--- src/rtl/pgn_pkg.sv ---
// Shared types and constants for the 2-D gradient noise core.
// Depends on nothing; every other file refers to it by scoped names.
package pgn_pkg;

	// Field widths fixed by the interface.
	localparam int CFG_W    = 7;
	localparam int COORD_W  = 32;
	localparam int FRAC_W   = 16;
	localparam int CELL_W   = 16;
	localparam int IDX_W    = 12;
	localparam int GRAD_W   = 16;
	localparam int NOISE_W  = 17;
	localparam int FADE_W   = 17;

	// Internal arithmetic widths.
	localparam int OFS_W    = FRAC_W + 2;
	localparam int DOT_W    = 34;
	localparam int DIFF_W   = DOT_W + 1;
	localparam int SPL_LO_W = 17;
	localparam int SPL_HI_W = DIFF_W - SPL_LO_W;
	localparam int PL_W     = FADE_W + SPL_LO_W;
	localparam int PH_W     = 2 * SPL_HI_W;
	localparam int ACC_W    = 54;
	localparam int RES_W    = ACC_W - 32;

	// Cell reduction: two bits of the cell index per pipeline stage.
	localparam int WRAP_BITS   = 2;
	localparam int WRAP_STAGES = CELL_W / WRAP_BITS;

	// Output queue.
	localparam int Q_DEPTH = 32;
	localparam int Q_AW    = 5;
	localparam int Q_CW    = 6;

	localparam int GRID_RESET = 16;
	localparam int N_CORNER   = 4;

	// Corner order of the four table reads.
	localparam int C00 = 0;
	localparam int C01 = 1;
	localparam int C10 = 2;
	localparam int C11 = 3;

	// Request codes.
	localparam logic REQ_WRITE = 1'b0;
	localparam logic REQ_EVAL  = 1'b1;

	// Fade polynomial coefficients.
	localparam int FADE_C6  = 6;
	localparam int FADE_C15 = 15;
	localparam int FADE_C10 = 10;

	localparam logic signed [NOISE_W-1:0] NOISE_MAX = 17'h0FFFF;
	localparam logic signed [NOISE_W-1:0] NOISE_MIN = 17'h10000;

	typedef struct packed {
		logic signed [GRAD_W-1:0] gy;
		logic signed [GRAD_W-1:0] gx;
	} grad_entry_t;

	typedef struct packed {
		logic valid;
		logic is_eval;
	} item_ctl_t;

	typedef struct packed {
		logic wr_en;
		logic rd_en;
	} tbl_ctl_t;

endpackage

--- src/rtl/pgn_outq.sv ---
// Output queue that holds finished noise items until the consumer takes them.
// Uses pgn_pkg for its depth and the item width.
module pgn_outq (
	input  logic                                clk,
	input  logic                                arst_n,
	input  logic                                push,
	input  logic signed [pgn_pkg::NOISE_W-1:0]  push_data,
	input  logic                                out_ready,
	output logic                                out_valid,
	output logic signed [pgn_pkg::NOISE_W-1:0]  out_data
);

	logic signed [pgn_pkg::NOISE_W-1:0] slot_q [pgn_pkg::Q_DEPTH];
	logic [pgn_pkg::Q_AW-1:0] wp_q;
	logic [pgn_pkg::Q_AW-1:0] rp_q;
	logic [pgn_pkg::Q_CW-1:0] fill_q;
	logic                     pop;

	assign out_valid = (fill_q != '0);
	assign pop       = out_valid && out_ready;
	assign out_data  = slot_q[rp_q];

	always_ff @(posedge clk) begin
		if (push) begin
			slot_q[wp_q] <= push_data;
		end
	end

	always_ff @(posedge clk or negedge arst_n) begin
		if (!arst_n) begin
			wp_q   <= '0;
			rp_q   <= '0;
			fill_q <= '0;
		end else begin
			if (push) begin
				wp_q <= wp_q + pgn_pkg::Q_AW'(1);
			end
			if (pop) begin
				rp_q <= rp_q + pgn_pkg::Q_AW'(1);
			end
			fill_q <= fill_q + pgn_pkg::Q_CW'(push) - pgn_pkg::Q_CW'(pop);
		end
	end

endmodule

--- config.mk ---
export PLATFORM = sky130hd
export DESIGN_NAME = pgn_outq
export DESIGN_NICKNAME = d
export VERILOG_FILES = /design/src/rtl/pgn_pkg.sv /design/src/rtl/pgn_outq.sv
export SDC_FILE = /design/constraint.sdc
export NUM_CORES = 1
export LEC_CHECK = 0
export ABC_AREA = 0
export BUFFER_PORTS_ARGS = -buffer_cell sky130_fd_sc_hd__buf_4
export CAP_MARGIN = 10
export CORE_UTILIZATION = 35
export DETAILED_ROUTE_END_ITERATION = 10
export HOLD_SLACK_MARGIN = 0.1
export SLEW_MARGIN = 20
export SYNTH_ARGS = -nofsm -noshare
export SYNTH_HDL_FRONTEND = slang
export SYNTH_SLANG_ARGS = --single-unit
--- constraint.sdc ---
create_clock -name clk -period 3.1 [get_ports clk]
set_input_delay 0.155 -clock clk [delete_from_list [all_inputs] [get_ports clk]]
set_output_delay 0.155 -clock clk [all_outputs]
set_load 0.01 [all_outputs]
# After elaboration in Yosys (flattened, before gate mapping)
# Memories as Yosys holds them, arrays and structs flattened.
# Index checks and enable logic that the tools add are counted.
# classes
shift,0
n_eq_ne,0
muxes,2
n_reduce_logical,2
addsub,4
mul,0
n_bitwise,0
n_div,0
magnitude_cmp,0
# op_table
operator,n
"adder 5 x 1 -> 5 bit, second input constant",2
adder 6 x 1 -> 6 bit,1
nonzero test 6 bit,1
subtractor 6 x 1 -> 6 bit,1
2-to-1 mux 1 bit,2
logical AND 1 bit,1
# totals
memories,1
wordCells,12
inputBits,21
ramBits,544
regBits,16
latchBits,0
romBits,0
output_inout_bits,18
# memory_table
name,depth,word_bits,rd,rd_ports_with_merged_regs,write_ports,line,source
slot_q,32,17,1,0,1,pgn_outq.sv:13,logic signed [pgn_pkg::NOISE_W-1:0] slot_q [pgn_pkg::Q_DEPTH];

# Depth between registers and ports, before layout
# logic_depth
depth_word,3
mapped_depth,14
depth_no_buf,13

# Worst setup path before layout
# No wires, ideal clock.
# synth_path
kind,register to register
start,register wp_q[0] in the netlist's numbering
end,"memory slot_q[3][0] in the netlist's numbering, enable pin"
arrival_time_ns,2.153
required_ns,2.688
synth_period_minus_slack_ns,2.565
path_buffers,0
setup_ns,0.412
setup_slack_ns,0.535
path_stages_with_launch,5
cell_sequence,dfrtp_1 > ha_1 > nand2_1 > or2_2 > nor3_1
# synth_rtl
item,line,source
start: declaration,pgn_outq.sv:14,logic [pgn_pkg::Q_AW-1:0] wp_q;
start signal: assignment,pgn_outq.sv:36,wp_q <= wp_q + pgn_pkg::Q_AW'(1);
end: declaration,pgn_outq.sv:13,
# Straight into the memory's write port.

# Worst setup path in the final report
# layout_path
start,register rp_q[0] in the netlist's numbering
end,output out_data[7] in the netlist's numbering
# layout_via
elab_chain_cells,1
# layout_lines
item,line,source
start: declaration,pgn_outq.sv:15,logic [pgn_pkg::Q_AW-1:0] rp_q;
start signal: assignment,pgn_outq.sv:39,rp_q <= rp_q + pgn_pkg::Q_AW'(1);
memory (32 x 17 bit),n/a,
end: declaration,pgn_outq.sv:10,output logic signed [pgn_pkg::NOISE_W-1:0] out_data
# Every way passes these cells.

==> qor.yml <==
status:
  result_of_the_run: "completed"
grt:
  overflow: 0
  grt_pass1_wl_um: 72900
  vias_in_the_first_global_route: 10764
  grt_max_degree: 35
  initial_antenna_violation_count: 1
  global_route.usage.total: 0.158
critical_path:
  endpoint_class_of_the_critical_path: "primary output"
  timing_worst_setup_path_type: "reg -> out"
  critPathArrivalTime_ns: 2.89
  setup.worst_path.start_class: "register"
  worst-endpoint-required_ns: 2.94
  crit_fanout: 4
  worst-r2r-setup-slack_ns: 0.47
finish:
  synthToLayoutAreaGrowth_pct: 18.1
  insertedDiodeCount: 0
  layout.area.seq_um2: 16700
  fin_area_um2: 25700
  final-instance-count-excl-fill: 2048
  multi_input_comb_area_um2: 4730
  fillCellCount: 5335
  final_stage_net_count: 1201
  drive_gt1_frac: 0.280
  core_utilization_of_the_finished_layout: 0.417
  most_common_cell_after_layout_fill_and_taps_aside: "edfxtp_1"
  final_cell_mix: "544 x edfxtp_1, 106 x buf_4, 91 x mux4_2"
drt:
  detail-route-antenna-nets: 0
  wirelength_routed_um: 49600
  vias: 10611
  avgViaCountPerCell: 5.18
  firstDrtPassIters: 5
  drt-initial-drc-count: 856
  route.detailed.drc: 0
  routedWlPerCell_um: 24.2
placement:
  port_buffers: 38
  post-dp-hpwl_um: 30500
  dpl_cell_area_um2: 23600
  placed_cells_incl_taps: 1918
  gp_congestion: 0.782
logic_synthesis:
  adder_cell_area_share_of_the_yosys_netlist: 0.00839
  synth.cell_area_um2: 21800
  ys_ff_latch: 560
  synth_sequential_area_ratio: 0.769
  synthesized_area_per_cell_um2: 21.3
  synthCells: 1024
  post-synth-top-area-cell: "edfxtp_1"
  synth_enable_flop_cells: 544
  synth_area_in_compound_gates: 0.0455
  combinational_family_with_the_most_area_after_synthesis: "multiplexers"
  synth_async_sr_flop_share: 0.0286
  synthTopCellsByArea: "edfxtp_1 75%, mux4_2 9.4%, mux2i_1 3.1%"
  post_synth_mux_area_share: 0.139
  ys_types: 44
  synth.top_cell.area_share: 0.751
  mappedNetlistNets: 1059
  yosys_most_used_dff: "edfxtp_1"
  yosysWarnings: 0
  synthXorXnorAreaFrac: 0.00362
  synth-simple-area-share: 0.0139
timing:
  timing.final.max_slew_violations: 0
  totalNegativeSetupSlack_ns: 0
  period_share: 0.984
  timing_worst_slew_pin_value_ns: 0.845
  max_slew_margin: 0.435
  finClkSkew_ns: 0.0283
  setup_viol: 0
  timing.final.hold_violations: 0
  max_clock_freq_mhz: 328
  rsz0062_at_grt: "false"
  layout_min_cycle_time_ns: 3.05
clock_network:
  clk_root_buffer_cell: "clkbuf_16"
  cts.htree.levels: 2
  number_of_buffers_created_by_cts: 57
  cts_num_sinks: 560
  clk_pin_slew_worst_paths_ns: 0.06
  worst_skew_pair.late_latency_ns: 0.62
  cts.path.max_buffers: 3
  tritoncts_clock_tree: "done"
floorplanning:
  fp-row-count: 91
  io_pins: 39
  initial_core_util: 0.353
  core-area_um2: 61600
  die_h_um: 251
  die_area_um2: 63200
  die_w_um: 251
pwr:
  power.static_leakage_nw: 8.40
  cellPowerDensity_nw_per_um2: 890
  vdd_drop_max_uv: 533
worst_hold_path:
  min-delay-path-class: "in -> reg"
job:
  maxCapViolations: 0
state kept, by name (all words and copies together) (netlist names):
register	cells
fill_q	6
slot_q	544
wp_q	5
rp_q	5
cells in the mapped netlist (all sizes together), types with 2 or more instances:
| cell | instances |
|---|---|
| edfxtp | 544 |
| mux4 | 102 |
| mux2i | 68 |
| buf | 34 |
| a211oi | 33 |
| clkbuf | 26 |
| nor2 | 25 |
| a21oi | 19 |
| a22oi | 19 |
| o221ai | 17 |
| o22ai | 17 |
| a22o | 16 |
| dfrtp | 16 |
| inv | 16 |
| ha | 13 |
| nand2 | 11 |
| nor3 | 11 |
| xnor2 | 5 |
| nand3 | 4 |
| o21ai | 4 |
| xor2 | 4 |
| nand4 | 3 |
| nand3b | 2 |
| nor2b | 2 |
metal layers:
metal  global-route usage  share of wire
met1                0.225           0.45
met2                0.249           0.47
met3               0.0235          0.052
met4               0.0540          0.028
met5                    0        0.00026
final cells by class:
type,count,area share
Sequential cell,560,0.651
Multi-Input combinational cell,388,0.184
Clock buffer,73,0.0587
Timing Repair Buffer,143,0.0512
Tap cell,837,0.0407
Clock inverter,31,0.0118
Inverter,16,0.00234
worst paths after layout:
check | startpoint | endpoint | cells past startpoint
setup / recovery | rp_q[0]$_DFFE_PN0P_ | out_data[7] | 7
hold / removal | push | wp_q[0]$_DFFE_PN0P_ | 3
setup reg to reg | fill_q[2]$_DFF_PN0_ | fill_q[4]$_DFF_PN0_ | 13
hold reg to reg | wp_q[0]$_DFFE_PN0P_ | wp_q[0]$_DFFE_PN0P_ | 1
max in group asynchronous | arst_n | rp_q[0]$_DFFE_PN0P_ | 3
min in group asynchronous | arst_n | fill_q[4]$_DFF_PN0_ | 3
kinds of logic (layout without fill, tap and decap cells):
family	count (synthesis)	in the layout
AND/OR/NAND/NOR	64	64
multiplexers	171	171
flip-flops	560	560
AO/OA/AOI/OAI	130	130
buffers and inverters	76	263
XOR/XNOR	9	9
adder cells (fa/ha/maj)	14	14
worst max-delay path, cell delays in order (launching register included):
cell,delay [ns]
dfrtp_4,0.53
buf_12,0.15
buf_4,0.15
mux4_2,0.43
a22o_1,0.28
a211oi_2,0.50
a21oi_1,0.08
buf_4,0.17
where the power goes:
group	leakage, nW	switching (W)	internal (W)
clock network	0.877	0.00277	0.00385
registers	5.09	0.000372	0.00886
logic	2.44	0.00381	0.00321
through the flow:
| step | hold slack (ns) | setup slack, ns | power [W] |
|---|---|---|---|
| 4_1_cts | 0.367 | 0.00746 | 0.0230 |
| 3_3_place_gp | 0.0400 | 0.450 | 0.0162 |
| 2_1_floorplan | -0.141 | 0.535 | 0.0137 |
| 3_5_place_dp | 0.0416 | 0.447 | 0.0163 |
| 6_report | 0.399 | 0.0501 | 0.0229 |
| 5_1_grt | 0.412 | 0.00299 | 0.0238 |
what timing repair did:
action / in CTS / in global routing
gates resized for setup: 3 / 2
buffers inserted: 3 / 2
cloned: 0 / 0
hold buffers: 21 / 0
endpoints found under the setup margin: 17 / 4
endpoints found under the hold margin: 566 / 0
(Power assumes the default switching activity.)
