[config.mk]
export PLATFORM = sky130hd
export DESIGN_NAME = pgn_fade
export DESIGN_NICKNAME = d
export VERILOG_FILES = /design/src/rtl/pgn_pkg.sv /design/src/rtl/pgn_fade.sv
export SDC_FILE = /design/constraint.sdc
export NUM_CORES = 2
export LEC_CHECK = 0
export ABC_CLOCK_PERIOD_IN_PS = 8100
export BUFFER_PORTS_ARGS = -buffer_cell sky130_fd_sc_hd__buf_2
export CAP_MARGIN = 20
export CORE_ASPECT_RATIO = 0.6
export CORE_MARGIN = 4
export CORE_UTILIZATION = 65
export DETAILED_ROUTE_END_ITERATION = 8
export PLACE_DENSITY = 0.81
export SLEW_MARGIN = 30
export SYNTH_ARGS = -nofsm -noshare
export SYNTH_HDL_FRONTEND = slang
export SYNTH_SLANG_ARGS = --single-unit
[constraint.sdc]
create_clock -name clk -period 8.1 [get_ports clk]
set_input_delay 0.81 -clock clk [delete_from_list [all_inputs] [get_ports clk]]
set_output_delay 0.81 -clock clk [all_outputs]
set_load 0.02 [all_outputs]
[src/rtl/pgn_pkg.sv]
// Shared types and constants for the 2-D gradient noise core.
// Depends on nothing; every other file refers to it by scoped names.
package pgn_pkg;

	// Field widths fixed by the interface.
	localparam int CFG_W    = 7;
	localparam int COORD_W  = 32;
	localparam int FRAC_W   = 16;
	localparam int CELL_W   = 16;
	localparam int IDX_W    = 12;
	localparam int GRAD_W   = 16;
	localparam int NOISE_W  = 17;
	localparam int FADE_W   = 17;

	// Internal arithmetic widths.
	localparam int OFS_W    = FRAC_W + 2;
	localparam int DOT_W    = 34;
	localparam int DIFF_W   = DOT_W + 1;
	localparam int SPL_LO_W = 17;
	localparam int SPL_HI_W = DIFF_W - SPL_LO_W;
	localparam int PL_W     = FADE_W + SPL_LO_W;
	localparam int PH_W     = 2 * SPL_HI_W;
	localparam int ACC_W    = 54;
	localparam int RES_W    = ACC_W - 32;

	// Cell reduction: two bits of the cell index per pipeline stage.
	localparam int WRAP_BITS   = 2;
	localparam int WRAP_STAGES = CELL_W / WRAP_BITS;

	// Output queue.
	localparam int Q_DEPTH = 32;
	localparam int Q_AW    = 5;
	localparam int Q_CW    = 6;

	localparam int GRID_RESET = 16;
	localparam int N_CORNER   = 4;

	// Corner order of the four table reads.
	localparam int C00 = 0;
	localparam int C01 = 1;
	localparam int C10 = 2;
	localparam int C11 = 3;

	// Request codes.
	localparam logic REQ_WRITE = 1'b0;
	localparam logic REQ_EVAL  = 1'b1;

	// Fade polynomial coefficients.
	localparam int FADE_C6  = 6;
	localparam int FADE_C15 = 15;
	localparam int FADE_C10 = 10;

	localparam logic signed [NOISE_W-1:0] NOISE_MAX = 17'h0FFFF;
	localparam logic signed [NOISE_W-1:0] NOISE_MIN = 17'h10000;

	typedef struct packed {
		logic signed [GRAD_W-1:0] gy;
		logic signed [GRAD_W-1:0] gx;
	} grad_entry_t;

	typedef struct packed {
		logic valid;
		logic is_eval;
	} item_ctl_t;

	typedef struct packed {
		logic wr_en;
		logic rd_en;
	} tbl_ctl_t;

endpackage

[src/rtl/pgn_fade.sv]
// Four-stage pipeline for the quintic fade 6t^5-15t^4+10t^3, Q0.16 in and Q1.16 out.
// Uses pgn_pkg for widths and coefficients.
module pgn_fade (
	input  logic                        clk,
	input  logic [pgn_pkg::FRAC_W-1:0]  t,
	output logic [pgn_pkg::FADE_W-1:0]  fade
);

	logic [15:0] t_s1;
	logic [31:0] t2_s1;
	logic [31:0] t3_s2;
	logic [19:0] ph_s2;
	logic [51:0] prod_s3;
	logic [47:0] t3_full;
	logic [35:0] p_full;
	logic [52:0] rnd;

	always_ff @(posedge clk) begin
		t_s1  <= t;
		t2_s1 <= 32'(t) * 32'(t);
	end

	// p = 6t^2 - 15t*2^16 + 10*2^32 is always positive.
	always_comb begin
		t3_full = 48'(t2_s1) * 48'(t_s1);
		p_full  = 36'(pgn_pkg::FADE_C6) * 36'(t2_s1) + (36'(pgn_pkg::FADE_C10) << 32)
			- ((36'(pgn_pkg::FADE_C15) * 36'(t_s1)) << 16);
	end

	always_ff @(posedge clk) begin
		t3_s2 <= t3_full[47:16];
		ph_s2 <= p_full[35:16];
	end

	always_ff @(posedge clk) begin
		prod_s3 <= 52'(t3_s2) * 52'(ph_s2);
	end

	assign rnd = 53'(prod_s3) + (53'(1) << 31);

	always_ff @(posedge clk) begin
		fade <= rnd[32+pgn_pkg::FADE_W-1:32];
	end

endmodule

Word level (Yosys, flattened, before mapping)
Cells that the tools add are included.

cells by class
  $add $sub $neg = 3
  multiply operators = 5

operator list
  kind                      count
  $add A49 B32 Y49 const B  1
  $mul A32 B20 Y49          1
  $mul A32 B16 Y48          1
  $add A35 B36 Y36 const B  1
  $sub A36 B36 Y36          1
  $mul A2 B32 Y34 const A   1
  $mul A16 B16 Y32          1
  $mul A4 B16 Y20 const A   1

word-level totals
  flip-flop bits (word level) = 166
  bits of input ports = 17
  output and inout port bits = 17
  logic and storage cells = 14

Depth between registers and ports, before layout
  word-level depth = 3
  depth in mapped cells = 27

Least setup slack after synthesis
Ideal clock, no wire load.

  path type = reg-to-reg
  start = register ph_s2[5]
  end = register prod_s3[47]
  library setup time = 72 ps
  arrival = 6,506 ps
  required time = 8,028 ps
  path slack = 1,522 ps
  cell stages (with the launch flop) = 26
  path buffers = 1
  cell sequence = dfxtp_1 -> clkbuf_1 -> nand2_1 -> fa_1 -> inv_1 -> fa_1 -> inv_1 -> fa_1 -> inv_1 -> fa_1 -> fa_1 -> fa_1 -> inv_1 -> fa_1 -> inv_1 -> ha_1 -> and4_1 -> and4_1 -> and4_1 -> a32o_1 -> o21ai_2 -> a21oi_2 -> a41oi_2 -> nor2b_1 -> o31ai_1 -> xnor2_1

on the way
  longest elaborated chain between the ends = 1

RTL lines
  item                    RTL line        text
  start, declared         pgn_fade.sv:12  logic [19:0] ph_s2;
  start signal, assigned  pgn_fade.sv:32  ph_s2 <= p_full[35:16];
  $mul A32 B20 Y49        pgn_fade.sv:36  prod_s3 <= 52'(t3_s2) * 52'(ph_s2);
  end signal, assigned    pgn_fade.sv:36
  end, declared           pgn_fade.sv:13  logic [51:0] prod_s3;

Every way passes these cells.

Worst setup path in the final report
  start = register ph_s2[2]
  end = register prod_s3[48]

The elaborated chain is that of the path after synthesis.

==> results.py <==
metrics = {
    "synth": {
        "yosys.area_share.xor_xnor_pct": 2.956,
        "post_synth_and_or_nand_nor_area_fraction_pct": 15.63,
        "synth_async_sr_flop_share_pct": 0,
        "muxShareOfSynthArea_pct": 0.02317,
        "syn_area_per_cell_um2": 9.056,
        "synth_top_cell_area_share_pct": 46.72,
        "synth.yosys.seq_area_share_pct": 5.479,
        "synth_warnings": 0,
        "synthDistinctLibCells": 78,
        "netlist.top_cell.by_area": "sky130_fd_sc_hd__fa_1",
        "ys_flop_type": "sky130_fd_sc_hd__dfxtp_1",
        "dominant_combinational_cell_family_by_area_after_synthesis": "adder cells",
        "postSynthCellCount": 5366,
        "synth_compound_area_share_pct": 5.453,
        "synthAdderAreaFrac_pct": 58.84,
        "netlist_area_um2": 48590,
        "yosys-top-cells-area": "sky130_fd_sc_hd__fa_1 47%, sky130_fd_sc_hd__ha_1 12%, sky130_fd_sc_hd__inv_1 9.9%",
        "edff_count_synth": 0,
        "postSynthRegisterBits": 133,
    },
    "route": {
        "num_vias": 35640,
        "finalWirelength_mm": 117.6,
        "wire_per_inst_um": 18.58,
        "antenna_left": 0,
        "avgViaCountPerCell": 5.632,
        "drcViolationCount": 0,
        "drt_first_iter_violations": 2900,
        "drtPass1Iterations": 5,
    },
    "grt": {
        "globalRoute.totalOverflow": 0,
        "grt_use_total_pct": 31.84,
        "grt_antenna_before_repair": 0,
        "vias_in_the_first_global_route": 38670,
        "pin_count_of_the_biggest_net_entering_global_routing": 33,
        "grt_first_pass_wirelength_mm": 200.2,
    },
    "setup_path": {
        "path_common_cell": "sky130_fd_sc_hd__fa_1",
        "cp.depth": 25,
        "r2r_start": "ph_s2[2]",
        "reg2reg_slack_ns": 0.45,
        "worstPathMaxFanout": 23,
        "crit_family": "adder cells",
        "critical_path.n_buffers_inverters": 6,
        "worst-setup-path-type": "register to register",
        "setup.worst_path.end_class": "register",
        "crit_path_start": "ph_s2[2]",
        "cpPeakStageDelay_ns": 0.85,
        "worstSetupStartpointType": "register",
        "cp.arrival_ns": 8.06,
        "data_required_time_of_the_critical_path_ns": 8.51,
        "reg2reg_depth": 25,
        "worst_path_max_delay_cell": "sky130_fd_sc_hd__dfxtp_1",
        "worstReg2RegEnd": "prod_s3[48]",
    },
    "finish": {
        "fraction_of_final_layout_cells_with_drive_strength_greater_than_1_pct": 4.196,
        "num-fill-cells": 5635,
        "area_delta_synth_final_pct": 4.418,
        "most-common-layout-cells": "1281 x sky130_fd_sc_hd__inv_1, 1134 x sky130_fd_sc_hd__fa_1, 743 x sky130_fd_sc_hd__nand2_1",
        "final_core_utilization_pct": 68.67,
        "final_common_cell": "sky130_fd_sc_hd__inv_1",
        "layout.nets": 6948,
    },
    "timing": {
        "worst_slew_margin_rel_pct": 30.54,
        "grt_setup_unrepaired": "no",
        "finalHoldViolCount": 0,
        "period_needed_ns": 7.646,
        "final_max_slew_viol_count": 0,
        "max_freq_mhz": 130.8,
        "setup_viol": 0,
        "fin_hold_ws_ns": 0.4493,
        "totalNegativeSetupSlack_ns": 0,
        "timing.clock.skew_ns": 0.01862,
        "period_share_pct": 94.40,
        "tightestPinTransition_ns": 1.041,
    },
    "cts": {
        "cts_max_path_buffers": 2,
        "clock_latency_ns": 0.48,
        "cts_repair_resize_count": 0,
        "cts_hold_repair.buffers": 0,
        "htreeDepth": 4,
        "cts_buffers": 17,
        "postCtsSetupRepairBufs": 0,
        "clock_sinks": 133,
        "ctsRootBufferMaster": "sky130_fd_sc_hd__clkbuf_16",
        "tritoncts_clock_tree": "yes",
        "cts.reportedPaths.clkPinSlew_ns": 0.07,
    },
    "die": {
        "ioPinCount": 34,
        "core-area_um2": 73890,
        "num_rows": 77,
        "dieWidth_um": 361.0,
        "start_util_pct": 65.76,
        "die_y_um": 219.8,
        "floorplan.die_area_um2": 79340,
    },
    "worst_hold_path": {
        "holdCritPathClass": "register to register",
        "hold_start": "prod_s3[48]",
        "hold_end": "fade[16]",
        "hold_path_depth": 1,
    },
    "placement": {
        "routabilityCongestion": 0.9332,
        "port-buffer-count": 33,
        "hpwl_mm": 97.03,
    },
    "flow_run": {
        "drv.max_cap_violation_count": 0,
    },
    "status": {
        "status": "completed",
    },
}
-- kinds of logic (layout without fill, tap and decap cells) --
kind of cell / count (synthesis) / in the layout
adders and majority gates: 1605 / 1605
and+or+nand+nor: 1565 / 1565
buffers and inverters: 1501 / 1470
AOI/OAI and AO/OA: 395 / 395
xor gates and xnor gates: 164 / 164
DFF: 133 / 133
other: 2 / 7
muxes: 1 / 1
-- how the worst max path moves through the flow --
stage,to,slack [ns]
2_1_floorplan,prod_s3[47],1.52
3_3_place_gp,prod_s3[47],0.68
3_5_place_dp,prod_s3[47],0.56
4_1_cts,prod_s3[47],0.56
5_1_grt,prod_s3[48],0.16
6_report,prod_s3[48],0.45
-- final cells by class --
| cell class | count | area (um2) | share of cell area [%] |
|---|---|---|---|
| Clock inverter | 14 | 143.9 | 0.2836 |
| Inverter | 1281 | 4808 | 9.476 |
| Sequential cell | 133 | 2665 | 5.252 |
| Multi-Input combinational cell | 3736 | 40310 | 79.44 |
| Timing Repair Buffer | 157 | 1146 | 2.259 |
| Clock buffer | 18 | 429.2 | 0.8458 |
| Tap cell | 987 | 1235 | 2.434 |
| Antenna cell | 1 | 2.502 | 0.004932 |
-- synth_stat cells (11+ instances only) --
| library cell | n |
|---|---|
| sky130_fd_sc_hd__inv_1 | 1281 |
| sky130_fd_sc_hd__fa_1 | 1134 |
| sky130_fd_sc_hd__nand2_1 | 743 |
| sky130_fd_sc_hd__and2_1 | 539 |
| sky130_fd_sc_hd__ha_1 | 471 |
| sky130_fd_sc_hd__clkbuf_1 | 219 |
| sky130_fd_sc_hd__dfxtp_1 | 133 |
| sky130_fd_sc_hd__xnor2_1 | 119 |
| sky130_fd_sc_hd__nor2_1 | 117 |
| sky130_fd_sc_hd__a21oi_1 | 114 |
| sky130_fd_sc_hd__a21o_1 | 63 |
| sky130_fd_sc_hd__o21ai_0 | 63 |
| sky130_fd_sc_hd__xor2_1 | 45 |
| sky130_fd_sc_hd__nand3_1 | 35 |
| sky130_fd_sc_hd__nor3_1 | 21 |
| sky130_fd_sc_hd__nor2b_1 | 20 |
| sky130_fd_sc_hd__a31oi_1 | 19 |
| sky130_fd_sc_hd__nand4_1 | 19 |
| sky130_fd_sc_hd__nand2b_1 | 18 |
| sky130_fd_sc_hd__and3_1 | 17 |
| sky130_fd_sc_hd__o21a_1 | 16 |
| sky130_fd_sc_hd__o21bai_1 | 14 |
| sky130_fd_sc_hd__a211oi_1 | 11 |
| sky130_fd_sc_hd__o21ai_1 | 11 |
-- flip-flops by register name, indices dropped and copies added (netlist names) --
name     flops
t3_s2       32
fade        17
t_s1        15
ph_s2       20
t2_s1       31
prod_s3     18
-- through the flow --
stage,std cells,cell area [um2],setup WS [ns]
3_3_place_gp,6294,50160,0.6810
2_1_floorplan,5370,48610,1.522
6_report,6327,50740,0.4537
4_1_cts,6326,50740,0.5648
3_5_place_dp,6294,50160,0.5643
5_1_grt,6326,50740,0.1632
-- worst register-to-register path, delay by kind of cell, from the launching register on --
| kind | cells | cell delay (ns) |
|---|---|---|
| fa+ha+maj | 8 | 3.69 |
| flops | 1 | 0.85 |
| buf+inv | 6 | 0.32 |
| simple gates | 2 | 0.38 |
| xor+xnor | 1 | 0.15 |
| compound gates | 8 | 2.19 |
-- metal layers --
layer | routed length (um) | share of wire, % | GRT usage [%] | up-vias
met3 | 14270 | 12 | 8.297 | 213
met1 | 49970 | 43 | 46.48 | 17940
li1 | - | - | - | 15740
met4 | 2228 | 1.9 | 7.012 | 0
met5 | 0 | 0 | 0 | -
met2 | 51090 | 43 | 48.45 | 1741
Power is left out: the tool's default activity adds up to more than one toggle a clock period on the data nets, which glitch-free logic cannot reach.
