`src/rtl/pgn_pkg.sv`:
```
// Shared types and constants for the 2-D gradient noise core.
// Depends on nothing; every other file refers to it by scoped names.
package pgn_pkg;

	// Field widths fixed by the interface.
	localparam int CFG_W    = 7;
	localparam int COORD_W  = 32;
	localparam int FRAC_W   = 16;
	localparam int CELL_W   = 16;
	localparam int IDX_W    = 12;
	localparam int GRAD_W   = 16;
	localparam int NOISE_W  = 17;
	localparam int FADE_W   = 17;

	// Internal arithmetic widths.
	localparam int OFS_W    = FRAC_W + 2;
	localparam int DOT_W    = 34;
	localparam int DIFF_W   = DOT_W + 1;
	localparam int SPL_LO_W = 17;
	localparam int SPL_HI_W = DIFF_W - SPL_LO_W;
	localparam int PL_W     = FADE_W + SPL_LO_W;
	localparam int PH_W     = 2 * SPL_HI_W;
	localparam int ACC_W    = 54;
	localparam int RES_W    = ACC_W - 32;

	// Cell reduction: two bits of the cell index per pipeline stage.
	localparam int WRAP_BITS   = 2;
	localparam int WRAP_STAGES = CELL_W / WRAP_BITS;

	// Output queue.
	localparam int Q_DEPTH = 32;
	localparam int Q_AW    = 5;
	localparam int Q_CW    = 6;

	localparam int GRID_RESET = 16;
	localparam int N_CORNER   = 4;

	// Corner order of the four table reads.
	localparam int C00 = 0;
	localparam int C01 = 1;
	localparam int C10 = 2;
	localparam int C11 = 3;

	// Request codes.
	localparam logic REQ_WRITE = 1'b0;
	localparam logic REQ_EVAL  = 1'b1;

	// Fade polynomial coefficients.
	localparam int FADE_C6  = 6;
	localparam int FADE_C15 = 15;
	localparam int FADE_C10 = 10;

	localparam logic signed [NOISE_W-1:0] NOISE_MAX = 17'h0FFFF;
	localparam logic signed [NOISE_W-1:0] NOISE_MIN = 17'h10000;

	typedef struct packed {
		logic signed [GRAD_W-1:0] gy;
		logic signed [GRAD_W-1:0] gx;
	} grad_entry_t;

	typedef struct packed {
		logic valid;
		logic is_eval;
	} item_ctl_t;

	typedef struct packed {
		logic wr_en;
		logic rd_en;
	} tbl_ctl_t;

endpackage

```
`src/rtl/pgn_cellwrap.sv`:
```
// Pipelined reduction of a signed lattice index modulo the grid size.
// Uses pgn_pkg for stage counts; each stage registers its partial remainder.
module pgn_cellwrap #(
	parameter int SW = 7,
	parameter int CW = 6
) (
	input  logic                         clk,
	input  logic [pgn_pkg::CELL_W-1:0]   coord_int,
	input  logic [SW-1:0]                size,
	output logic [CW-1:0]                wrapped
);

	localparam int NSTEP = pgn_pkg::WRAP_STAGES;

	// One remainder step: shift in one bit, subtract the size once if needed.
	function automatic logic [CW-1:0] rem_step(input logic [CW-1:0] r, input logic b,
			input logic [SW-1:0] s);
		logic [CW:0] t;
		t = {r, b};
		if (t >= (CW+1)'(s)) begin
			t = t - (CW+1)'(s);
		end
		return t[CW-1:0];
	endfunction

	logic [CW-1:0]               rem_q [NSTEP];
	logic [pgn_pkg::CELL_W-1:0]  val_q [NSTEP-1];
	logic [CW-1:0]               r_init;

	// The sign bit weighs -2^15, not 2^15, so a negative index starts from -1 mod size.
	assign r_init = coord_int[pgn_pkg::CELL_W-1] ? CW'(size - SW'(1)) : '0;

	for (genvar k = 0; k < NSTEP; k++) begin : g_step
		logic [CW-1:0]              r_src;
		logic [pgn_pkg::CELL_W-1:0] v_src;
		if (k == 0) begin : g_first
			assign r_src = r_init;
			assign v_src = coord_int;
		end else begin : g_next
			assign r_src = rem_q[k-1];
			assign v_src = val_q[k-1];
		end
		always_ff @(posedge clk) begin
			rem_q[k] <= rem_step(rem_step(r_src, v_src[pgn_pkg::CELL_W-1-2*k], size),
				v_src[pgn_pkg::CELL_W-2-2*k], size);
		end
		if (k < NSTEP-1) begin : g_carry
			always_ff @(posedge clk) begin
				val_q[k] <= v_src;
			end
		end
	end

	assign wrapped = rem_q[NSTEP-1];

endmodule

```
`config.mk`:
```
export PLATFORM = sky130hd
export DESIGN_NAME = pgn_cellwrap
export DESIGN_NICKNAME = d
export VERILOG_FILES = /design/src/rtl/pgn_pkg.sv /design/src/rtl/pgn_cellwrap.sv
export SDC_FILE = /design/constraint.sdc
export NUM_CORES = 1
export LEC_CHECK = 0
export BUFFER_PORTS_ARGS = -buffer_cell sky130_fd_sc_hd__buf_2
export CAP_MARGIN = 0
export CELL_PAD_IN_SITES_DETAIL_PLACEMENT = 1
export CELL_PAD_IN_SITES_GLOBAL_PLACEMENT = 1
export CORE_MARGIN = 5
export CORE_UTILIZATION = 54
export DETAILED_ROUTE_END_ITERATION = 10
export PLACE_DENSITY = 0.95
export SYNTH_ARGS = -nofsm -noshare
export SYNTH_HDL_FRONTEND = slang
export SYNTH_SLANG_ARGS = --single-unit
```
`constraint.sdc`:
```
create_clock -name clk -period 5.45 [get_ports clk]
set_input_delay 0 -clock clk [delete_from_list [all_inputs] [get_ports clk]]
set_output_delay 0 -clock clk [all_outputs]
set_load 0.01 [all_outputs]
```
* Yosys cells after proc, flatten, opt, wreduce, memory -nomap -nowiden
Memory sizes are Yosys's and may differ from the RTL's. Index checks and enable logic that the tools add are counted.
Storage, ports and cells: ROM bits 0, output and inout bits 6, bits in writable memories 160, memories kept 2, flip-flop bits (word level) 0, word-level logic and storage cells 52, bits in latches 0, bits of input ports 24
Memories:
- val_q | words 7, width 16, read ports 7, clocked after memory_dff 0, write ports 7, RTL line pgn_cellwrap.sv:27 | logic [pgn_pkg::CELL_W-1:0] val_q [NSTEP-1];
- rem_q | words 8, width 6, read ports 8, clocked after memory_dff 0, write ports 8, RTL line pgn_cellwrap.sv:26 | logic [CW-1:0] rem_q [NSTEP];
Operators by class: multipliers 0, divide/modulo/power cells 0, magnitude comparators 16, equality and inequality tests 0, shift-type cells 0, add/subtract/negate cells 17, bitwise gates (word level) 0, mux-type cells 17, reduce and logical (&&, ||, !) cells 0
Operators by type and width (count):
- $ge 7x7->1 | 16
- $mux 6 | 17
- $sub 6x6->6 | 16
- $sub 6x1->6 const B | 1

* Longest topological paths before layout
Gate-level depths: netlist (run 1).
depth after elaboration 6, depth in mapped cells 16, gate-level depth less buffers 16

* Worst setup path before layout (run 1)
OpenSTA, ideal clock, no wires.
path type input to register, from input port size[1], to memory rem_q[0][1], required time 5329 ps, path buffers 0, setup time 121 ps, setup slack 1784 ps, arrival 3546 ps, cell stages on the path 15, cell sequence inv_1 > ha_1 > nor3b_1 > xnor2_1 > nor2_1 > ha_1 > nand2_1 > o21ai_1 > a21oi_4 > mux2_2 > ha_1 > a21o_1 > a21oi_1 > o211ai_2 > mux2_2
RTL lines:
- start, declared | RTL line pgn_cellwrap.sv:9 | input logic [SW-1:0] size,
- end, declared | RTL line pgn_cellwrap.sv:26

==> flow_metrics.env, run 1 <==
export IMPL_power_switching_mw=2.93
export IMPL_yosysMostFrequentCell="ha_1"
export IMPL_power_leakage_nw=3.86
export IMPL_fmax_ghz=0.244
export IMPL_grt_pass1_wl_um=38500
export IMPL_clock_latency_ns=0.36
export IMPL_via_per_inst=6.32
export IMPL_ff2ff_setup_slack_ns=1.47
export IMPL_clk_pin_slew_ns=0.07
export IMPL_clkSinkCount=104
export IMPL_rsz0062_at_grt="no"
export IMPL_rows=42
export IMPL_ir_worst_vdd_uv=284
export IMPL_wirelength_um=24100
export IMPL_synth_commonest_cells="ha_1, dfxtp_1, inv_1"
export IMPL_htree_levels=3
export IMPL_fin_ws_ns=1.35
export IMPL_synth_seq_cells=104
export IMPL_n_antenna_cell=0
export IMPL_ys_types=44
export IMPL_numCtsBuffers=9
export IMPL_path_delay_family="compound AO/OA/AOI/OAI gates"
export IMPL_cp_startpoint="size[2]"
export IMPL_via_count=6215
export IMPL_total_power_mw=6.34
export IMPL_gr_total_overflow=0
export IMPL_required_ns=5.69
export IMPL_coreArea_um2=13400
export IMPL_root_buffer="clkbuf_16"
export IMPL_setup_tns_ns=0
export IMPL_numPortBuffers=29
export IMPL_synth_seq_area_share=0.280
export IMPL_holdCritStartpoint="coord_int[5]"
export IMPL_critPathKind="input pin to flip-flop"
export IMPL_post_place_ws_ns=1.28
export IMPL_die_width_um=127
export IMPL_ant_nets=0
export IMPL_grt_max_degree=19
export IMPL_place_gp_congestion=0.873
export IMPL_synth_area_top_cells="dfxtp_1, ha_1, mux2_2"
export IMPL_clk_path_buf_depth=2
export IMPL_wl_per_cell_um=24.5
export IMPL_final_period_utilization=0.753
export IMPL_grt_total_usage=0.302
export IMPL_cp_depth=13
export IMPL_ff2ff_path_depth=11
export IMPL_drive_gt1_frac=0.171
export IMPL_firstDrtPassIters=5
export IMPL_yosys_area_top_type="dfxtp_1"
export IMPL_die_area_um2=16200
export IMPL_worst_hold_path_type="input pin to flip-flop"
export IMPL_setup_viol=0
export IMPL_synth_cells=745
export IMPL_layout_nets=957
export IMPL_dp_hpwl_um=15500
export IMPL_fin_util=0.617
export IMPL_synth_edff_count=0
export IMPL_syn_area_per_cell_um2=9.99
export IMPL_combPwrFrac=0.713
export IMPL_hold_viol_final=0
export IMPL_post_route_drc_count=0
export IMPL_syn_area_um2=7440
export IMPL_cp_arrival_ns=4.35
export IMPL_min_period_ns=4.10
export IMPL_path_max_fanout=16
export IMPL_cpMaxStageDelayCell="inv_1"
export IMPL_internal_power_mw=3.41
export IMPL_yosys_warnings=0
export IMPL_pwr_share_clk=0.105
export IMPL_holdPathStages=2
export IMPL_crit_buf_inv=2
export IMPL_die_h_um=127
export IMPL_worstMarginPinSlew_ns=1.06
export IMPL_worstReg2RegStart="rem_q[1][7]$_DFF_P_"
export IMPL_worst_clock_skew_ns=0.00722
export IMPL_cp_cell_sequence="buf_2 -> inv_1 -> ha_1 -> a21oi_1 -> o21ai_2 -> a21oi_4 -> mux2_1 -> ha_1 -> a21o_1 -> a21oi_1 -> o21ai_0 -> a21boi_2 -> mux2_2"
export IMPL_async_flop_share=0
export IMPL_antenna_found_initial=1
export IMPL_p_sw_frac=0.463
export IMPL_pin_count=30
export IMPL_slowest_delay_ns=0.61
export IMPL_pwr_density_cell_nw_per_um2=767
export IMPL_cts_tree="built"
export IMPL_critPathCaptureType="flip-flop"
export IMPL_max_cap_violations=0
export IMPL_synthFlopType="dfxtp_1"
export IMPL_hold_ws_ns=0.277
export IMPL_seqPwrFrac=0.182
export IMPL_syn_nets=899
export IMPL_drtIter0Drc=348
export IMPL_syn2layout_area_growth_pct=11.1
export IMPL_cts_setup_buffers=0
export IMPL_grt_pass1_vias=7232
export IMPL_synth_top_area_share=0.280
export IMPL_start_kind="input pin"
export IMPL_slew_headroom=0.290
export IMPL_start_util=0.555
export IMPL_slew_violations=0
export IMPL_outcome="finished clean"
export IMPL_nFillCells=1508
-- cell usage in the layout, fill, tap and decap left out, drive strengths merged, types with 3 or more instances in the layout --
| master | instances |
|---|---|
| mux2i | 22 |
| a221oi | 5 |
| xnor2 | 36 |
| and2 | 10 |
| nand2 | 41 |
| buf | 32 |
| nor2 | 23 |
| fa | 16 |
| nand3b | 8 |
| dfxtp | 104 |
| a21boi | 13 |
| clkbuf | 11 |
| nor2b | 12 |
| a21o | 31 |
| o21a | 17 |
| a21oi | 69 |
| xor2 | 17 |
| nand3 | 11 |
| ha | 114 |
| mux2 | 59 |
| o21ai | 27 |
| nand2b | 3 |
| or2 | 7 |
| o31ai | 13 |
| inv | 58 |
| nor3 | 15 |
| nand4 | 5 |
| dlygate4sd3 | 15 |
-- power by group through the flow --
stage	Clock, mW	Sequential (mW)	Combinational, mW
2_1_floorplan	0	1.11	3.27
3_3_place_gp	0	1.14	3.78
3_5_place_dp	0	1.15	4.18
4_1_cts	0.669	1.14	4.32
5_1_grt	0.702	1.17	4.83
6_report	0.666	1.15	4.52
-- logic make-up (layout without fill, tap and decap cells) --
logic type	Yosys count	count (layout)	synth area share
xor+xnor	53	53	0.0624
flops	104	104	0.280
mux	81	81	0.121
buf+inv	57	119	0.0288
compound gates	183	183	0.181
simple gates	137	137	0.0918
fa+ha+maj	130	130	0.235
-- through the flow --
stage / instances / area, um^2
6_report: 983 / 8270
5_1_grt: 983 / 8270
4_1_cts: 983 / 8270
3_5_place_dp: 953 / 7830
3_3_place_gp: 953 / 7830
2_1_floorplan: 745 / 7440
-- sequential cells by signal (all words and copies together), names as in the netlist --
name	flops
val_q	56
rem_q	48
-- worst paths after layout --
kind | endpoint
max | rem_q[1][16]$_DFF_P_
min | val_q[0][5]$_DFF_P_
max reg2reg | rem_q[1][16]$_DFF_P_
min reg2reg | val_q[4][3]$_DFF_P_
-- routing by layer --
layer	track usage	wire, um	vias up
met5	0	8	-
met4	0.187	1500	2
met3	0.0664	1280	134
met2	0.552	12200	259
met1	0.313	9050	3040
li1	-	-	2780
-- what timing repair did --
| item | 4_1_cts | 5_1_grt |
|---|---|---|
| hold buffers | 15 | 0 |
| gates resized for setup | 0 | 0 |
| hold endpoints to repair | 15 | 0 |
-- final cells by class --
type / instances / area [um^2] / share of cell area
clock buffer: 11 / 233 / 0.0282
clock inverter: 4 / 55.1 / 0.00666
inverter: 57 / 214 / 0.0259
multi-input combinational: 584 / 5140 / 0.622
sequential: 104 / 2080 / 0.252
tap: 176 / 220 / 0.0266
timing repair buffer: 47 / 318 / 0.0384
(Power assumes the default switching activity.)
==> inputs of run 2 (changes only) <==
CORE_UTILIZATION = 45   (was 54)
PLACE_DENSITY = 0.85   (was 0.95)
clock period = 3.6 ns   (was 5.45 ns; I/O delays follow)
==> flow_metrics.env, run 2 (synthesized netlist as in run 1, its figures left out) <==
export IMPL_setup_viol=0
export IMPL_worst_clock_skew_ns=0.0138
export IMPL_n_antenna_cell=0
export IMPL_grt_max_degree=23
export IMPL_grt_pass1_wl_um=30400
export IMPL_wirelength_um=17900
export IMPL_antenna_found_initial=0
export IMPL_hold_viol_final=0
export IMPL_grt_pass1_vias=6280
export IMPL_clk_pin_slew_ns=0.08
export IMPL_clock_latency_ns=0.37
export IMPL_numPortBuffers=29
export IMPL_layout_nets=992
export IMPL_pin_count=30
export IMPL_worst_hold_path_type="input pin to flip-flop"
export IMPL_place_area_um2=8220
export IMPL_final_common_cell="ha_1"
export IMPL_start_kind="flip-flop"
export IMPL_wl_per_cell_um=16.9
export IMPL_drive_gt1_frac=0.211
export IMPL_final_area_um2=8700
export IMPL_hold_ws_ns=0.236
export IMPL_die_h_um=139
export IMPL_clk_path_buf_depth=2
export IMPL_ant_nets=0
export IMPL_die_width_um=139
export IMPL_largestRegisters="val_q (56), rem_q (48)"
export IMPL_rows=47
export IMPL_via_per_inst=5.47
export IMPL_pwr_density_cell_nw_per_um2=1080
export IMPL_ir_worst_vdd_uv=433
export IMPL_final_period_utilization=0.929
export IMPL_htree_levels=3
export IMPL_setup_tns_ns=0
export IMPL_fin_util=0.530
export IMPL_coreArea_um2=16400
export IMPL_critPathCaptureType="flip-flop"
export IMPL_cpMaxStageDelayCell="fa_1"
export IMPL_dp_hpwl_um=13700
export IMPL_die_area_um2=19200
export IMPL_slew_violations=0
export IMPL_regMostFlops="val_q"
export IMPL_min_period_ns=3.34
export IMPL_path_delay_family="compound AO/OA/AOI/OAI gates"
export IMPL_mostFrequentLayoutCells="ha_1, dfxtp_1, inv_1, a21oi_1, mux2_2"
export IMPL_critPathKind="flip-flop to flip-flop"
export IMPL_path_max_fanout=4
export IMPL_via_count=5819
export IMPL_cp_arrival_ns=3.60
export IMPL_syn2layout_area_growth_pct=17.0
export IMPL_cts_tree="built"
export IMPL_clkSinkCount=104
export IMPL_rsz0062_at_grt="no"
export IMPL_nFillCells=1847
export IMPL_grt_total_usage=0.192
export IMPL_required_ns=3.86
export IMPL_worstMarginPinSlew_ns=0.477
export IMPL_drtIter0Drc=185
export IMPL_root_buffer="clkbuf_16"
export IMPL_gr_total_overflow=0
export IMPL_cp_cell_sequence="inv_1 -> ha_1 -> inv_1 -> fa_1 -> a21o_1 -> a21oi_1 -> xnor2_1 -> mux2i_1 -> inv_1 -> ha_1 -> nand3_1 -> nor2_1 -> o31ai_1 -> a21boi_4 -> mux2_2"
export IMPL_crit_top_cell="inv_1"
export IMPL_post_route_drc_count=0
export IMPL_fmax_ghz=0.299
export IMPL_slowest_delay_ns=0.40
export IMPL_numCtsBuffers=9
export IMPL_crit_buf_inv=3
export IMPL_power_leakage_nw=4.07
export IMPL_slew_headroom=0.679
export IMPL_outcome="finished clean"
export IMPL_max_cap_violations=0
export IMPL_ff2ff_setup_slack_ns=0.26
export IMPL_start_util=0.453
export IMPL_place_gp_congestion=0.811
export IMPL_largest_reg_flops=56
export IMPL_firstDrtPassIters=4
## run 2: worst paths after layout
path | start | cells after the start | endpoint
worst max-delay path | val_q[3][7]$_DFF_P_ | 15 | rem_q[1][4]$_DFF_P_
worst min-delay path | size[0] | 4 | rem_q[0][0]$_DFF_P_
worst max register to register | val_q[3][7]$_DFF_P_ | 15 | rem_q[1][4]$_DFF_P_
worst min register to register | val_q[0][3]$_DFF_P_ | 0 | val_q[1][3]$_DFF_P_
## run 2: metal layers
metal	vias up	routed length, um	GRT usage
li1	2863	-	-
met1	2866	8110	0.231
met2	60	9160	0.352
met3	30	361	0.0314
met4	0	314	0.0541
met5	-	0	0
## run 2: tightest hold or removal path, cell delays in order
cell and delay (ns):
buf_2 0.16, buf_12 0.19, ha_1 0.15, mux2i_1 0.06
## run 2: area by class of cell
cell class	count	area [um^2]	area share
inverter	57	218	0.0250
timing repair buffer	82	656	0.0754
multi-input combinational	584	5160	0.593
tap	220	275	0.0316
clock inverter	7	88.8	0.0102
clock buffer	9	225	0.0259
sequential	104	2080	0.239
## run 2: stage by stage
stage	instances	setup WS, ns	total power [mW]
after floorplan	745	0.183	6.64
after global placement	1031	0.230	7.97
after detailed placement	1031	0.133	8.29
after CTS	1062	0.170	9.44
after global routing	1063	0.0216	10.2
final	1063	0.256	9.41
## run 2: what timing repair did
item | CTS | global route
setup buffers | 0 | 1
hold endpoints to repair | 15 | 0
resized for setup | 0 | 2
hold buffers | 15 | 0
setup endpoints to repair | 0 | 6
## run 2: power breakdown
| part | switching (mW) | total, mW | internal (mW) |
|---|---|---|---|
| Clock | 0.538 | 1.04 | 0.503 |
| Sequential | 0.182 | 1.70 | 1.52 |
| Combinational | 3.24 | 6.67 | 3.43 |
| Total | 3.96 | 9.41 | 5.46 |
==> inputs of run 3 (changes only) <==
ABC_AREA = 1   (was unset)
CORE_UTILIZATION = 42   (was 45)
PLACE_DENSITY = 0.86   (was 0.85)
==> flow_metrics.env, run 3 <==
export IMPL_outcome="finished clean"
export IMPL_numPortBuffers=29
export IMPL_critPathCaptureType="flip-flop"
export IMPL_synth_seq_area_share=0.242
export IMPL_wirelength_um=23900
export IMPL_hold_ws_ns=0.203
export IMPL_pin_count=30
export IMPL_synth_commonest_cells="nand2_1, inv_1, nand3_1"
export IMPL_clkSinkCount=104
export IMPL_mostFrequentLayoutCells="nand2_1, inv_1, nand3_1, ha_1, dfxtp_1"
export IMPL_synthSimpleGateAreaFrac=0.376
export IMPL_grt_total_usage=0.206
export IMPL_slew_violations=0
export IMPL_postCtsResizedCells=0
export IMPL_nFillCells=2690
export IMPL_fin_util=0.479
export IMPL_slew_headroom=0.666
export IMPL_fmax_ghz=0.325
export IMPL_post_route_drc_count=0
export IMPL_worst_hold_path_type="input pin to flip-flop"
export IMPL_start_kind="input pin"
export IMPL_synth_area_top_cells="dfxtp_1, nand2_1, ha_1"
export IMPL_synth_xor_area_share=0.0336
export IMPL_cts_tree="built"
export IMPL_pwr_density_cell_nw_per_um2=1060
export IMPL_async_flop_share=0
export IMPL_cts_setup_buffers=0
export IMPL_synth_top_area_share=0.242
export IMPL_n_antenna_cell=0
export IMPL_final_period_utilization=0.855
export IMPL_synth_mux_area_frac=0
export IMPL_die_h_um=153
export IMPL_synth_cells=1251
export IMPL_final_area_um2=9660
export IMPL_dp_hpwl_um=18700
export IMPL_drive_gt1_frac=0.0861
export IMPL_yosys_area_top_type="dfxtp_1"
export IMPL_syn_area_um2=8600
export IMPL_path_max_fanout=8
export IMPL_synth_edff_count=0
export IMPL_critPathKind="input pin to flip-flop"
export IMPL_start_util=0.426
export IMPL_syn_area_per_cell_um2=6.87
export IMPL_place_gp_congestion=0.924
export IMPL_grt_max_degree=26
export IMPL_via_count=8069
export IMPL_synth_compound_area_frac=0.0483
export IMPL_wl_per_cell_um=15.0
export IMPL_cp_arrival_ns=3.39
export IMPL_min_period_ns=3.08
export IMPL_largestRegisters="val_q (56), rem_q (48)"
export IMPL_syn2layout_area_growth_pct=12.4
export IMPL_synth_seq_cells=104
export IMPL_setup_tns_ns=0
export IMPL_setup_viol=0
export IMPL_rows=52
export IMPL_syn_nets=1405
export IMPL_final_common_cell="nand2_1"
export IMPL_root_buffer="clkbuf_16"
export IMPL_antenna_found_initial=1
export IMPL_grt_pass1_vias=8531
export IMPL_yosys_warnings=0
export IMPL_yosysMostFrequentCell="nand2_1"
export IMPL_worstMarginPinSlew_ns=0.502
export IMPL_rsz0062_at_grt="no"
export IMPL_firstDrtPassIters=4
export IMPL_ir_worst_vdd_uv=348
export IMPL_grt_pass1_wl_um=40100
export IMPL_numCtsBuffers=9
export IMPL_max_cap_violations=0
export IMPL_power_leakage_nw=5.43
export IMPL_die_area_um2=23400
export IMPL_via_per_inst=5.06
export IMPL_regMostFlops="val_q"
export IMPL_htree_levels=3
export IMPL_clock_latency_ns=0.37
export IMPL_largest_reg_flops=56
export IMPL_synthFlopType="dfxtp_1"
export IMPL_ys_types=29
export IMPL_drtIter0Drc=230
export IMPL_ant_nets=0
export IMPL_coreArea_um2=20200
export IMPL_hold_viol_final=0
export IMPL_die_width_um=153
export IMPL_worst_clock_skew_ns=0.00816
export IMPL_layout_nets=1473
export IMPL_gr_total_overflow=0
export IMPL_place_area_um2=9190
export IMPL_synth_top_family_by_area="simple AND/OR/NAND/NOR gates"
export IMPL_clk_path_buf_depth=2
export IMPL_required_ns=3.91
export IMPL_synth_fa_ha_area_frac=0.203
export IMPL_clk_pin_slew_ns=0.08
run 3: cell types whose count changed in the layout (fill, tap and decap cells not counted), sizes merged, moves of 17 or more:
cell | previous run | this run
a21o | 31 | 5
xnor2 | 36 | 14
inv | 60 | 225
nand2 | 41 | 416
nor2 | 23 | 50
and2 | 10 | 39
o21a | 17 | 0
a21oi | 69 | 45
mux2 | 59 | 0
buf | 67 | 42
nand3b | 8 | 25
mux2i | 22 | 0
nand3 | 11 | 152
run 3: timing repair:
item	CTS	global route
hold buffers	15	0
endpoints found under the hold margin	15	0
endpoints found under the setup margin	0	0
run 3: final timing paths:
path | from | end | slack [ns] | depth (start not counted)
setup / recovery | size[1] | rem_q[0][4]$_DFF_P_ | 0.52 | 22
hold / removal | size[3] | rem_q[0][5]$_DFF_P_ | 0.20 | 6
setup reg to reg | rem_q[0][7]$_DFF_P_ | rem_q[0][12]$_DFF_P_ | 0.68 | 16
hold reg to reg | val_q[1][7]$_DFF_P_ | val_q[2][7]$_DFF_P_ | 0.33 | 0
run 3: report_power, final:
| part | leakage, nW | switching (mW) | total [mW] | internal (mW) |
|---|---|---|---|---|
| clock | 0.155 | 0.525 | 1.09 | 0.564 |
| combinational | 4.39 | 4.62 | 7.43 | 2.81 |
| sequential | 0.877 | 0.178 | 1.71 | 1.53 |
| total | 5.43 | 5.32 | 10.2 | 4.91 |
run 3: cell families after synthesis:
kind of cell | count (synthesis)
DFF | 104
AOI/OAI and AO/OA | 64
xor gates and xnor gates | 33
adders and majority gates | 130
and+or+nand+nor | 699
buffers and inverters | 221
run 3: through the flow:
step / power (mW) / worst slack [ns] / cells
floorplan: 7.42 / 0.184 / 1251
global placement: 8.76 / 0.396 / 1563
detailed placement: 9.11 / 0.168 / 1563
CTS: 10.3 / 0.532 / 1594
global route: 11.4 / 0.126 / 1594
finish: 10.2 / 0.521 / 1594
run 3: layout make-up:
cell class,count,area (um^2),share of cell area
Sequential cell,104,2080,0.216
Timing Repair Buffer,57,405,0.0420
Tap cell,270,338,0.0350
Multi-Input combinational cell,926,5680,0.588
Inverter,221,830,0.0859
Clock buffer,9,225,0.0233
Clock inverter,7,96.3,0.00997
run 3: worst max-delay path, stage by stage:
cell and delay [ns]:
buf_2 0.10, buf_4 0.20, nor2_1 0.20, nand4_1 0.13, o21ai_0 0.19, a21oi_1 0.07, ha_1 0.30, nand2_1 0.12
inv_1 0.09, nand2_1 0.07, nand2_1 0.05, nor2_1 0.26, nand3_1 0.14, and2_1 0.18, ha_1 0.34, a21oi_1 0.18
nand2_1 0.12, nand2_1 0.08, nand3_1 0.20, inv_2 0.19, nand3_1 0.11, nand2_1 0.08
run 3: routing by layer:
metal  track usage  routed length (um)  vias to the layer above
met5             0                  13                        -
met4        0.0768                 752                        2
met3        0.0322                 764                       57
met2         0.375               12000                      109
met1         0.244               10400                     3805
li1              -                   -                     4096
